`src/accalu_pkg.sv`:
```
// Shared types and operation codes for the accumulator ALU.
package accalu_pkg;

    // Operation codes
    localparam logic [3:0] ACT_ADD  = 4'd0;
    localparam logic [3:0] ACT_ADC  = 4'd1;
    localparam logic [3:0] ACT_SUB  = 4'd2;
    localparam logic [3:0] ACT_SBC  = 4'd3;
    localparam logic [3:0] ACT_ADDD = 4'd4;
    localparam logic [3:0] ACT_SUBD = 4'd5;
    localparam logic [3:0] ACT_MUL  = 4'd6;
    localparam logic [3:0] ACT_SEX  = 4'd7;
    localparam logic [3:0] ACT_ASL  = 4'd8;
    localparam logic [3:0] ACT_ASR  = 4'd9;
    localparam logic [3:0] ACT_LSR  = 4'd10;
    localparam logic [3:0] ACT_ROL  = 4'd11;
    localparam logic [3:0] ACT_ROR  = 4'd12;
    localparam logic [3:0] ACT_DAA  = 4'd13;
    localparam logic [3:0] ACT_BRA  = 4'd14;

    // Target codes
    localparam logic [1:0] TGT_A = 2'd0;
    localparam logic [1:0] TGT_B = 2'd1;

    // Branch conditions
    localparam logic [3:0] CC_ALWAYS = 4'd0;
    localparam logic [3:0] CC_NEVER  = 4'd1;
    localparam logic [3:0] CC_HI     = 4'd2;
    localparam logic [3:0] CC_LS     = 4'd3;
    localparam logic [3:0] CC_CC     = 4'd4;
    localparam logic [3:0] CC_CS     = 4'd5;
    localparam logic [3:0] CC_NE     = 4'd6;
    localparam logic [3:0] CC_EQ     = 4'd7;
    localparam logic [3:0] CC_VC     = 4'd8;
    localparam logic [3:0] CC_VS     = 4'd9;
    localparam logic [3:0] CC_PL     = 4'd10;
    localparam logic [3:0] CC_MI     = 4'd11;
    localparam logic [3:0] CC_GE     = 4'd12;
    localparam logic [3:0] CC_LT     = 4'd13;
    localparam logic [3:0] CC_GT     = 4'd14;
    localparam logic [3:0] CC_LE     = 4'd15;

    // Decimal adjust corrections and the sign-extension fill
    localparam logic [7:0] DAA_FIX_LO = 8'h06;
    localparam logic [7:0] DAA_FIX_HI = 8'h60;
    localparam logic [7:0] SEX_ONES   = 8'hFF;

    typedef struct packed {
        logic [3:0]  action;
        logic [1:0]  target;
        logic [15:0] operand;
        logic [3:0]  condition;
    } item_t;

    typedef struct packed {
        logic [15:0] result_value;
        logic        write_memory;
        logic        carry_out;
        logic        zero_out;
        logic        negative_out;
        logic        overflow_out;
        logic        half_out;
        logic        branch_taken;
    } result_t;

    typedef struct packed {
        logic [7:0] acc_a;
        logic [7:0] acc_b;
        logic       carry;
        logic       zero;
        logic       negative;
        logic       overflow;
        logic       half;
    } alu_state_t;

endpackage

```
`src/accumulator_alu_with_condition_codes.sv`:
```
// Top level of the accumulator ALU: input register, execute stage, result register.
//
// An 8-bit accumulator ALU after the 6809: accumulators A and B with the C, Z, N, V and H
// flags. Each command word names one operation and returns one result word carrying the
// new value, the flags after the operation and the branch decision. The block takes one
// word per clock unless rsp_stall holds it, and returns words in order. A command word
// is held in the input register, then the execute logic works on it against the current
// accumulators and flags, writing them back and loading the result register at the same
// edge; so the next command already sees the updated state. The result word is offered
// once the single execute stage has loaded it into the result register; only rsp_stall
// slows the pace. The result register parts the two sides: a command is still taken
// while a finished result waits, and cmd_stall rises only once both the input register
// and the result register are full and rsp_stall is high. Reset clears A, B and all flags.
module accumulator_alu_with_condition_codes
(
    input  logic                 clk,
    input  logic                 rst_n,
    input  logic                 cmd_valid,
    output logic                 cmd_stall,
    input  accalu_pkg::item_t    cmd,
    output logic                 rsp_valid,
    input  logic                 rsp_stall,
    output accalu_pkg::result_t  rsp
);
    import accalu_pkg::*;

    item_t      cmd_reg;
    logic       cmd_valid_reg;
    logic       cmd_valid_next;
    result_t    rsp_reg;
    logic       rsp_valid_reg;
    logic       rsp_valid_next;
    alu_state_t st_reg;
    alu_state_t st_next;
    result_t    exec_res;
    logic       out_free;
    logic       exec_fire;
    logic       cmd_take;

    // Result register frees when empty or being taken this cycle
    assign out_free  = !rsp_valid_reg || !rsp_stall;
    assign exec_fire = cmd_valid_reg && out_free;
    assign cmd_stall = cmd_valid_reg && !out_free;
    assign cmd_take  = cmd_valid && !cmd_stall;

    accalu_exec u_exec
    (
        .op      (cmd_reg),
        .st      (st_reg),
        .st_next (st_next),
        .res     (exec_res)
    );

    always_comb
    begin
        cmd_valid_next = cmd_valid_reg;
        if (cmd_take)
            cmd_valid_next = 1'b1;
        else if (exec_fire)
            cmd_valid_next = 1'b0;

        rsp_valid_next = rsp_valid_reg;
        if (exec_fire)
            rsp_valid_next = 1'b1;
        else if (rsp_valid_reg && !rsp_stall)
            rsp_valid_next = 1'b0;
    end

    // Control and architectural state
    always_ff @(posedge clk or negedge rst_n)
    begin
        if (!rst_n)
        begin
            cmd_valid_reg <= 1'b0;
            rsp_valid_reg <= 1'b0;
            st_reg        <= '0;
        end
        else
        begin
            cmd_valid_reg <= cmd_valid_next;
            rsp_valid_reg <= rsp_valid_next;
            if (exec_fire)
                st_reg <= st_next;
        end
    end

    // Payload registers: load the command word on acceptance, the result on execute
    always_ff @(posedge clk)
    begin
        if (cmd_take)
            cmd_reg <= cmd;
        if (exec_fire)
            rsp_reg <= exec_res;
    end

    assign rsp_valid = rsp_valid_reg;
    assign rsp       = rsp_reg;

endmodule

```
`src/accalu_exec.sv`:
```
// Single-pass execute logic: one operation on the accumulators and flags.
module accalu_exec
(
    input  accalu_pkg::item_t      op,
    input  accalu_pkg::alu_state_t st,
    output accalu_pkg::alu_state_t st_next,
    output accalu_pkg::result_t    res
);
    import accalu_pkg::*;

    logic [7:0]  m;
    logic        use_b;
    logic        is_mem;
    logic        cin;
    logic [7:0]  acc_t;
    logic [7:0]  shf_t;
    logic [7:0]  shf_r;
    logic [15:0] d16;
    logic [8:0]  add9;
    logic [8:0]  sub9;
    logic [16:0] add17;
    logic [16:0] sub17;
    logic [15:0] prod;
    logic [3:0]  lo;
    logic [3:0]  hi;
    logic        fix_lo;
    logic        fix_hi;
    logic [7:0]  daa_r;
    logic        lt;
    logic        taken;

    always_comb
    begin
        m      = op.operand[7:0];
        use_b  = (op.target == TGT_B);
        is_mem = op.target[1];
        cin    = op.action[0] ? st.carry : 1'b0;
        acc_t  = use_b ? st.acc_b : st.acc_a;
        shf_t  = is_mem ? m : acc_t;
        d16    = {st.acc_a, st.acc_b};
        add9   = {1'b0, acc_t} + {1'b0, m} + {8'd0, cin};
        sub9   = {1'b0, acc_t} - {1'b0, m} - {8'd0, cin};
        add17  = {1'b0, d16} + {1'b0, op.operand};
        sub17  = {1'b0, d16} - {1'b0, op.operand};
        prod   = {8'd0, st.acc_a} * {8'd0, st.acc_b};

        lo     = st.acc_a[3:0];
        hi     = st.acc_a[7:4];
        fix_lo = (lo > 4'd9) || st.half;
        fix_hi = (hi > 4'd9) || st.carry || ((hi > 4'd8) && (lo > 4'd9));
        daa_r  = st.acc_a + (fix_lo ? DAA_FIX_LO : 8'd0) + (fix_hi ? DAA_FIX_HI : 8'd0);

        case (op.action)
            ACT_ASL: shf_r = {shf_t[6:0], 1'b0};
            ACT_ROL: shf_r = {shf_t[6:0], st.carry};
            ACT_ASR: shf_r = {shf_t[7], shf_t[7:1]};
            ACT_LSR: shf_r = {1'b0, shf_t[7:1]};
            default: shf_r = {st.carry, shf_t[7:1]};
        endcase

        // Branch conditions on the flags as they stand
        lt = st.negative ^ st.overflow;
        case (op.condition)
            CC_ALWAYS: taken = 1'b1;
            CC_NEVER:  taken = 1'b0;
            CC_HI:     taken = !(st.carry | st.zero);
            CC_LS:     taken = st.carry | st.zero;
            CC_CC:     taken = !st.carry;
            CC_CS:     taken = st.carry;
            CC_NE:     taken = !st.zero;
            CC_EQ:     taken = st.zero;
            CC_VC:     taken = !st.overflow;
            CC_VS:     taken = st.overflow;
            CC_PL:     taken = !st.negative;
            CC_MI:     taken = st.negative;
            CC_GE:     taken = !lt;
            CC_LT:     taken = lt;
            CC_GT:     taken = !(lt | st.zero);
            default:   taken = lt | st.zero;
        endcase

        st_next = st;
        res     = '0;

        case (op.action)
            ACT_ADD, ACT_ADC:
            begin
                st_next.overflow = (acc_t[7] ^ add9[7]) & (m[7] ^ add9[7]);
                st_next.half     = acc_t[4] ^ m[4] ^ add9[4];
                st_next.carry    = add9[8];
                st_next.zero     = (add9[7:0] == 8'd0);
                st_next.negative = add9[7];
                if (use_b)
                    st_next.acc_b = add9[7:0];
                else
                    st_next.acc_a = add9[7:0];
                res.result_value = {8'd0, add9[7:0]};
            end
            ACT_SUB, ACT_SBC:
            begin
                st_next.overflow = (acc_t[7] ^ m[7]) & (acc_t[7] ^ sub9[7]);
                st_next.carry    = sub9[8];
                st_next.zero     = (sub9[7:0] == 8'd0);
                st_next.negative = sub9[7];
                if (use_b)
                    st_next.acc_b = sub9[7:0];
                else
                    st_next.acc_a = sub9[7:0];
                res.result_value = {8'd0, sub9[7:0]};
            end
            ACT_ADDD:
            begin
                st_next.overflow = (d16[15] ^ add17[15]) & (op.operand[15] ^ add17[15]);
                st_next.carry    = add17[16];
                st_next.zero     = (add17[15:0] == 16'd0);
                st_next.negative = add17[15];
                st_next.acc_a    = add17[15:8];
                st_next.acc_b    = add17[7:0];
                res.result_value = add17[15:0];
            end
            ACT_SUBD:
            begin
                st_next.overflow = (d16[15] ^ op.operand[15]) & (d16[15] ^ sub17[15]);
                st_next.carry    = sub17[16];
                st_next.zero     = (sub17[15:0] == 16'd0);
                st_next.negative = sub17[15];
                st_next.acc_a    = sub17[15:8];
                st_next.acc_b    = sub17[7:0];
                res.result_value = sub17[15:0];
            end
            ACT_MUL:
            begin
                st_next.zero     = (prod == 16'd0);
                st_next.carry    = prod[7];
                st_next.acc_a    = prod[15:8];
                st_next.acc_b    = prod[7:0];
                res.result_value = prod;
            end
            ACT_SEX:
            begin
                st_next.acc_a    = st.acc_b[7] ? SEX_ONES : 8'd0;
                st_next.zero     = (st.acc_b == 8'd0);
                st_next.negative = st.acc_b[7];
                res.result_value = {8'd0, st_next.acc_a};
            end
            ACT_ASL, ACT_ROL:
            begin
                st_next.carry    = shf_t[7];
                st_next.overflow = shf_t[7] ^ shf_t[6];
                st_next.zero     = (shf_r == 8'd0);
                st_next.negative = shf_r[7];
                res.write_memory = is_mem;
                if (!is_mem && use_b)
                    st_next.acc_b = shf_r;
                else if (!is_mem)
                    st_next.acc_a = shf_r;
                res.result_value = {8'd0, shf_r};
            end
            ACT_ASR, ACT_LSR, ACT_ROR:
            begin
                st_next.carry    = shf_t[0];
                st_next.zero     = (shf_r == 8'd0);
                st_next.negative = shf_r[7];
                res.write_memory = is_mem;
                if (!is_mem && use_b)
                    st_next.acc_b = shf_r;
                else if (!is_mem)
                    st_next.acc_a = shf_r;
                res.result_value = {8'd0, shf_r};
            end
            ACT_DAA:
            begin
                if (fix_hi)
                    st_next.carry = 1'b1;
                st_next.zero     = (daa_r == 8'd0);
                st_next.negative = daa_r[7];
                st_next.acc_a    = daa_r;
                res.result_value = {8'd0, daa_r};
            end
            ACT_BRA:
            begin
                res.branch_taken = taken;
            end
            default:
            begin
                res.branch_taken = 1'b0;
            end
        endcase

        res.carry_out    = st_next.carry;
        res.zero_out     = st_next.zero;
        res.negative_out = st_next.negative;
        res.overflow_out = st_next.overflow;
        res.half_out     = st_next.half;
    end

endmodule

```
`config.mk`:
```
export PLATFORM = sky130hd
export DESIGN_NAME = accumulator_alu_with_condition_codes
export DESIGN_NICKNAME = d
export VERILOG_FILES = /design/src/accalu_pkg.sv /design/src/accumulator_alu_with_condition_codes.sv /design/src/accalu_exec.sv
export SDC_FILE = /design/constraint.sdc
export NUM_CORES = 1
export LEC_CHECK = 0
export BUFFER_PORTS_ARGS = -buffer_cell sky130_fd_sc_hd__clkbuf_2
export CORE_ASPECT_RATIO = 1.2
export CORE_MARGIN = 2
export CORE_UTILIZATION = 51
export DETAILED_ROUTE_END_ITERATION = 7
export HOLD_SLACK_MARGIN = 0.03
export PLACE_DENSITY = 0.71
export REMOVE_ABC_BUFFERS = 1
export SETUP_SLACK_MARGIN = 0.2
export SLEW_MARGIN = 25
export SYNTH_ARGS = -nofsm -noshare
export SYNTH_HDL_FRONTEND = slang
export SYNTH_SLANG_ARGS = --single-unit
```
`constraint.sdc`:
```
create_clock -name clk -period 5.8 [get_ports clk]
set_input_delay 0.29 -clock clk [delete_from_list [all_inputs] [get_ports clk]]
set_output_delay 0.29 -clock clk [all_outputs]
set_load 0.01 [all_outputs]
```
==> results of run 1 <==
[cell type report]
class                      instances  share of cell area [%]
clock buffer                      10                   2.265
multi-input combinational        864                   65.36
tap                              224                   2.772
sequential                        72                   20.36
inverter                         110                   4.084
timing repair buffer              78                   4.480
clock inverter                     6                  0.6806
[kinds of logic after synthesis]
family	Yosys count	share of synthesized area, %
AOI/OAI and AO/OA	273	19.77
xor gates and xnor gates	53	4.955
adders and majority gates	134	21.34
buffers and inverters	173	7.814
DFF	72	21.85
muxes	39	4.421
and+or+nand+nor	365	19.85
[timing repair]
item,in CTS,in global routing
setup endpoints to repair,0,3
hold endpoints to repair,23,0
resized for setup,0,13
setup buffers,0,2
hold buffers,1,0
[routing by layer]
metal	global-route usage [%]	vias to the layer above	share of wire, %
met2	48.10	518	46
met4	16.85	0	6.0
met1	38.76	4083	38
met5	0	-	0
met3	7.338	115	11
li1	-	3972	-
[worst max-delay path: stages, from the launching register on]
cell and delay (ns):
dfrtp_2 0.45, buf_4 0.18, and2_1 0.15, fa_1 0.53, fa_1 0.46, fa_1 0.54, inv_1 0.05, fa_1 0.53
inv_1 0.05, ha_2 0.37, o211ai_1 0.11, o211ai_1 0.33, xor2_1 0.14, nor4_1 0.30, o2111ai_1 0.19, or4_4 0.47
nand3_1 0.11, a31oi_1 0.08, a31oi_1 0.21
[cells in the final DEF, fill, tap and decap left out, types with 20 or more instances in the layout]
| cell type | instances |
|---|---|
| a21oi_1 | 67 |
| o21ai_0 | 54 |
| nand2_1 | 84 |
| fa_1 | 43 |
| edfxtp_1 | 49 |
| xor2_1 | 20 |
| mux2i_1 | 23 |
| inv_1 | 108 |
| nand3_1 | 27 |
| buf_4 | 23 |
| clkbuf_2 | 54 |
| nor2_1 | 79 |
| nor3_1 | 32 |
| ha_1 | 89 |
| xnor2_1 | 33 |
| and2_1 | 59 |
[per-stage QoR]
step	instance area (um2)	hold WS (ns)
floorplan	9049	-0.005591
detailed placement	9764	0.3639
global placement	9757	0.3605
global route	10110	0.1056
finish	10110	0.1032
CTS	10070	0.1065
[final timing paths]
kind	end	slack [ns]
min reg2reg	rsp_valid$_DFFE_PN0P_	0.54
max reg2reg	rsp[4]$_DFFE_PP_	0.40
min	cmd_reg[0]$_DFFE_PP_	0.10
max	rsp[4]$_DFFE_PP_	0.40
min in group asynchronous	st_reg[7]$_DFFE_PN0P_	0.53
max in group asynchronous	st_reg[18]$_DFFE_PN0P_	4.75
[synth_stat cells, types with 3 or more instances]
library cell  instances
a31oi_1              12
edfxtp_1             49
nor2_1               79
nand2_1              84
a221o_1               4
o2111ai_1             4
a311oi_1              3
o21ai_0              54
xor2_1               20
a21oi_1              68
buf_1                 4
a41oi_1               3
or4_1                 4
or3_1                 8
o21bai_1              7
mux2i_1              23
mux2_2               15
a21o_1               14
o31a_1                3
nand4_1               8
nand3_1              27
ha_1                 91
nor4_1               12
o211ai_1             10
o221ai_1              6
o22ai_1              11
nand2b_1             18
and3_1                7
o21a_1                5
o21ai_1               5
a2111o_1              4
nor3_1               32
a211oi_1             14
and2_1               59
a22o_1                4
clkbuf_8              5
xnor2_1              33
a22oi_1               7
inv_1               108
buf_2                 4
dfrtp_1              23
clkbuf_1             44
fa_1                 43
o31ai_1               7
nor2b_1              11
==> impl_metrics.env, run 1 <==
export IMPL_min_delay_path_depth=1
export IMPL_worst_r2r_cell_count=18
export IMPL_crit_required_ns=5.99
export IMPL_worstPathArrival_ns=5.59
export IMPL_synth_main_ff_cell="edfxtp_1"
export IMPL_layout_drive_gt1_share_pct=12.37
export IMPL_wire_per_inst_um=21.78
export IMPL_ant_nets=0
export IMPL_drt_first_pass_iters=7
export IMPL_gp_congestion=1.056
export IMPL_slew_headroom_pct=39.43
export IMPL_fin_util_pct=55.84
export IMPL_synth_area_top_cells="edfxtp_1, ha_1, fa_1, dfrtp_1, inv_1"
export IMPL_cp_start_kind="flop"
export IMPL_cts_tree="done"
export IMPL_final_cells=1364
export IMPL_largest_reg_flops=26
export IMPL_seqCellArea_um2=2058
export IMPL_htree_levels=3
export IMPL_routed_wl_um=29710
export IMPL_final_max_slew_viol_count=0
export IMPL_yosysWarnings=0
export IMPL_die_w_um=127.7
export IMPL_async_flop_share_pct=31.94
export IMPL_cts_made_buffers=9
export IMPL_reg2reg_from="st_reg[11]$_DFFE_PN0P_"
export IMPL_dieArea_um2=19470
export IMPL_fmax_ghz=0.1853
export IMPL_finalCritPeriodShare_pct=93.05
export IMPL_syn_avg_cell_area_um2=8.447
export IMPL_cp_max_fo=8
export IMPL_post_dp_hpwl_um=22910
export IMPL_grt_pass1_vias=8355
export IMPL_drv_cap=0
export IMPL_rows=54
export IMPL_cts_buffer_depth=2
export IMPL_min_from="cmd[0]"
export IMPL_cp_startpoint="st_reg[11]$_DFFE_PN0P_"
export IMPL_setup_viol=0
export IMPL_grt_pass1_wl_um=46070
export IMPL_clk_latency_ns=0.36
export IMPL_clock_skew_ns=0.01165
export IMPL_hp_class="in2reg"
export IMPL_yosys_area_top_type="edfxtp_1"
export IMPL_place_ws_ns=0.3639
export IMPL_clkTransAtPathRegs_ns=0.07
export IMPL_syn_area_um2=9368
export IMPL_start_util_pct=51.73
export IMPL_synthCells=1109
export IMPL_drc_errors=0
export IMPL_setup_slack_ns=0.4032
export IMPL_multiInputGateArea_um2=6609
export IMPL_fin_nets=1299
export IMPL_synth_top_area_share_pct=15.71
export IMPL_final_fill_count=1696
export IMPL_synthToLayoutAreaGrowth_pct=7.933
export IMPL_clock_sinks=72
export IMPL_setup_tns_final_ns=0
export IMPL_grt_overflow_total=0
export IMPL_grt_setup_unrepaired="false"
export IMPL_cts_root_buf="clkbuf_16"
export IMPL_io_buffers=54
export IMPL_synth_cell_types=86
export IMPL_antenna_found_initial=0
export IMPL_crit_path_end_kind="flop"
export IMPL_outcome="finished, final reports clean"
export IMPL_crit_type="reg2reg"
export IMPL_worst_pin_slew_ns=0.9017
export IMPL_num_antenna_cells=0
export IMPL_vias_per_cell=6.370
export IMPL_io_pins=55
export IMPL_vias=8688
export IMPL_ys_seq_elements=72
export IMPL_die_y_um=152.5
export IMPL_core_um2=18110
export IMPL_placedCellCount=1345
export IMPL_synth_edf_count=49
export IMPL_seq_area_frac_synth_pct=21.85
export IMPL_grt_max_degree=33
export IMPL_drt_iter0_drc=923
export IMPL_grt_total_usage_pct=30.65
export IMPL_timing_final_crit_period_ns=5.397
export IMPL_hold_viol_final=0
Power of run 1 is not shown: default switching activity piles up to over one toggle a cycle in this logic, so the estimate is an artifact.
==> inputs of run 2 (changes only) <==
--- a/config.mk
+++ b/config.mk
@@ -6,7 +6,6 @@
 export NUM_CORES = 1
 export LEC_CHECK = 0
 export BUFFER_PORTS_ARGS = -buffer_cell sky130_fd_sc_hd__clkbuf_2
-export CORE_ASPECT_RATIO = 1.2
 export CORE_MARGIN = 2
 export CORE_UTILIZATION = 51
 export DETAILED_ROUTE_END_ITERATION = 7
==> impl_metrics.env, run 2 (same netlist as run 1, synthesis figures left out) <==
export IMPL_cts_made_buffers=9
export IMPL_cp_max_fo=11
export IMPL_routed_wl_um=29410
export IMPL_cts_root_buf="clkbuf_16"
export IMPL_place_area_um2=9741
export IMPL_path_cells="and2_1 -> fa_1 -> fa_1 -> fa_1 -> inv_1 -> fa_1 -> inv_1 -> ha_2 -> o211ai_1 -> o211ai_1 -> xor2_1 -> nor4_2 -> o2111ai_1 -> or4_1 -> nand3_1 -> a31oi_1 -> a31oi_1"
export IMPL_timing_final_crit_period_ns=5.479
export IMPL_final_max_slew_viol_count=0
export IMPL_clk_latency_ns=0.36
export IMPL_grt_pass1_vias=8081
export IMPL_ant_nets=0
export IMPL_cp_start_kind="flop"
export IMPL_min_delay_path_depth=1
export IMPL_final_common_cell="inv_1"
export IMPL_drc_errors=0
export IMPL_outcome="finished, final reports clean"
export IMPL_setup_viol=0
export IMPL_core_um2=17960
export IMPL_worst_pin_slew_ns=1.246
export IMPL_setup_tns_final_ns=0
export IMPL_largest_reg_flops=26
export IMPL_hold_ws_ns=0.1020
export IMPL_htree_levels=3
export IMPL_slew_headroom_pct=15.83
export IMPL_die_y_um=139.5
export IMPL_drt_first_pass_iters=6
export IMPL_grt_setup_unrepaired="false"
export IMPL_final_cell_mix="inv_1, ha_1, nand2_1"
export IMPL_grt_overflow_total=0
export IMPL_vias_per_cell=6.374
export IMPL_fmax_ghz=0.1825
export IMPL_antenna_found_initial=0
export IMPL_fin_area_um2=10110
export IMPL_start_util_pct=52.15
export IMPL_critPathSlowestCell="fa_1"
export IMPL_worstPathArrival_ns=5.68
export IMPL_crit_required_ns=6.00
export IMPL_clkTransAtPathRegs_ns=0.07
export IMPL_crit_path_end_kind="flop"
export IMPL_fin_nets=1298
export IMPL_cts_buffer_depth=2
export IMPL_path_common_cell="fa_1"
export IMPL_vias=8720
export IMPL_num_antenna_cells=0
export IMPL_grt_pass1_wl_um=45260
export IMPL_wire_per_inst_um=21.50
export IMPL_hold_viol_final=0
export IMPL_layout_drive_gt1_share_pct=12.38
export IMPL_final_fill_count=1651
export IMPL_drt_iter0_drc=1294
export IMPL_rows=49
export IMPL_cts_tree="done"
export IMPL_dieArea_um2=19470
export IMPL_hp_class="in2reg"
export IMPL_io_pins=55
export IMPL_grt_max_degree=33
export IMPL_clock_sinks=72
export IMPL_finalCritPeriodShare_pct=94.46
export IMPL_io_buffers=54
export IMPL_clock_skew_ns=0.01320
export IMPL_worst_r2r_cell_count=17
export IMPL_crit_type="reg2reg"
export IMPL_gp_congestion=1.045
export IMPL_die_w_um=139.5
export IMPL_post_dp_hpwl_um=22940
export IMPL_grt_total_usage_pct=29.94
export IMPL_drv_cap=0
export IMPL_synthToLayoutAreaGrowth_pct=7.974
export IMPL_max_stage_delay_ns=0.55
[run 2: changes by cell type in the layout (fill, tap and decap cells not counted), sizes merged]
cell,before,now
clkinv,5,2
clkinvlp,1,3
inv,109,111
buf,23,22
clkbuf,64,63
[run 2: through the flow]
| step | instances | util, % | setup WS [ns] |
|---|---|---|---|
| final | 1368 | 56.31 | 0.3215 |
| after global routing | 1368 | 56.31 | 0.2205 |
| after CTS | 1364 | 55.97 | 0.2408 |
| after detailed placement | 1347 | 54.22 | 0.2566 |
| after global placement | 1347 | 54.22 | 0.4375 |
| after floorplan | 1046 | - | 0.8924 |
[run 2: path summary, 6_finish.rpt]
path,from,end,slack [ns]
max in group asynchronous,rst_n,st_reg[11]$_DFFE_PN0P_,4.79
min reg2reg,cmd_valid_reg$_DFFE_PN0P_,rsp_valid$_DFFE_PN0P_,0.52
max reg2reg,st_reg[17]$_DFFE_PN0P_,rsp[4]$_DFFE_PP_,0.32
min,cmd[6],cmd_reg[6]$_DFFE_PP_,0.10
min in group asynchronous,rst_n,st_reg[5]$_DFFE_PN0P_,0.51
max,st_reg[17]$_DFFE_PN0P_,rsp[4]$_DFFE_PP_,0.32
[run 2: worst max-delay path, delay by kind of cell (launching register included)]
kind	cells	cell delay, ns
AOI/OAI and AO/OA	5	0.91
xor gates and xnor gates	1	0.16
adders and majority gates	5	2.44
buffers and inverters	2	0.11
DFF	1	0.50
and+or+nand+nor	4	1.21
[run 2: timing repair]
action                                  4_1_cts  5_1_grt
hold endpoints to repair                     23        0
gates resized for setup                       0       14
endpoints found under the setup margin        0        3
hold buffers                                  1        0
buffers inserted                              0        4
[run 2: metal layers]
metal,share of wire [%],global-route usage (%),routed length [um],up-vias
li1,-,-,-,3987
met1,42,41.67,12250,4157
met2,44,45.69,12980,482
met3,9.5,6.263,2798,94
met4,4.7,12.11,1379,0
met5,0,0,0,-
[run 2: final cells by class]
cell class / count / area [um2] / area share (%)
clock buffer: 9 / 225.2 / 2.227
clock inverter: 7 / 78.83 / 0.7793
inverter: 110 / 412.9 / 4.082
multi-input combinational: 864 / 6610 / 65.35
sequential: 72 / 2058 / 20.35
tap: 229 / 286.5 / 2.833
timing repair buffer: 77 / 442.9 / 4.379
Power of run 2 is left out for the same reason.
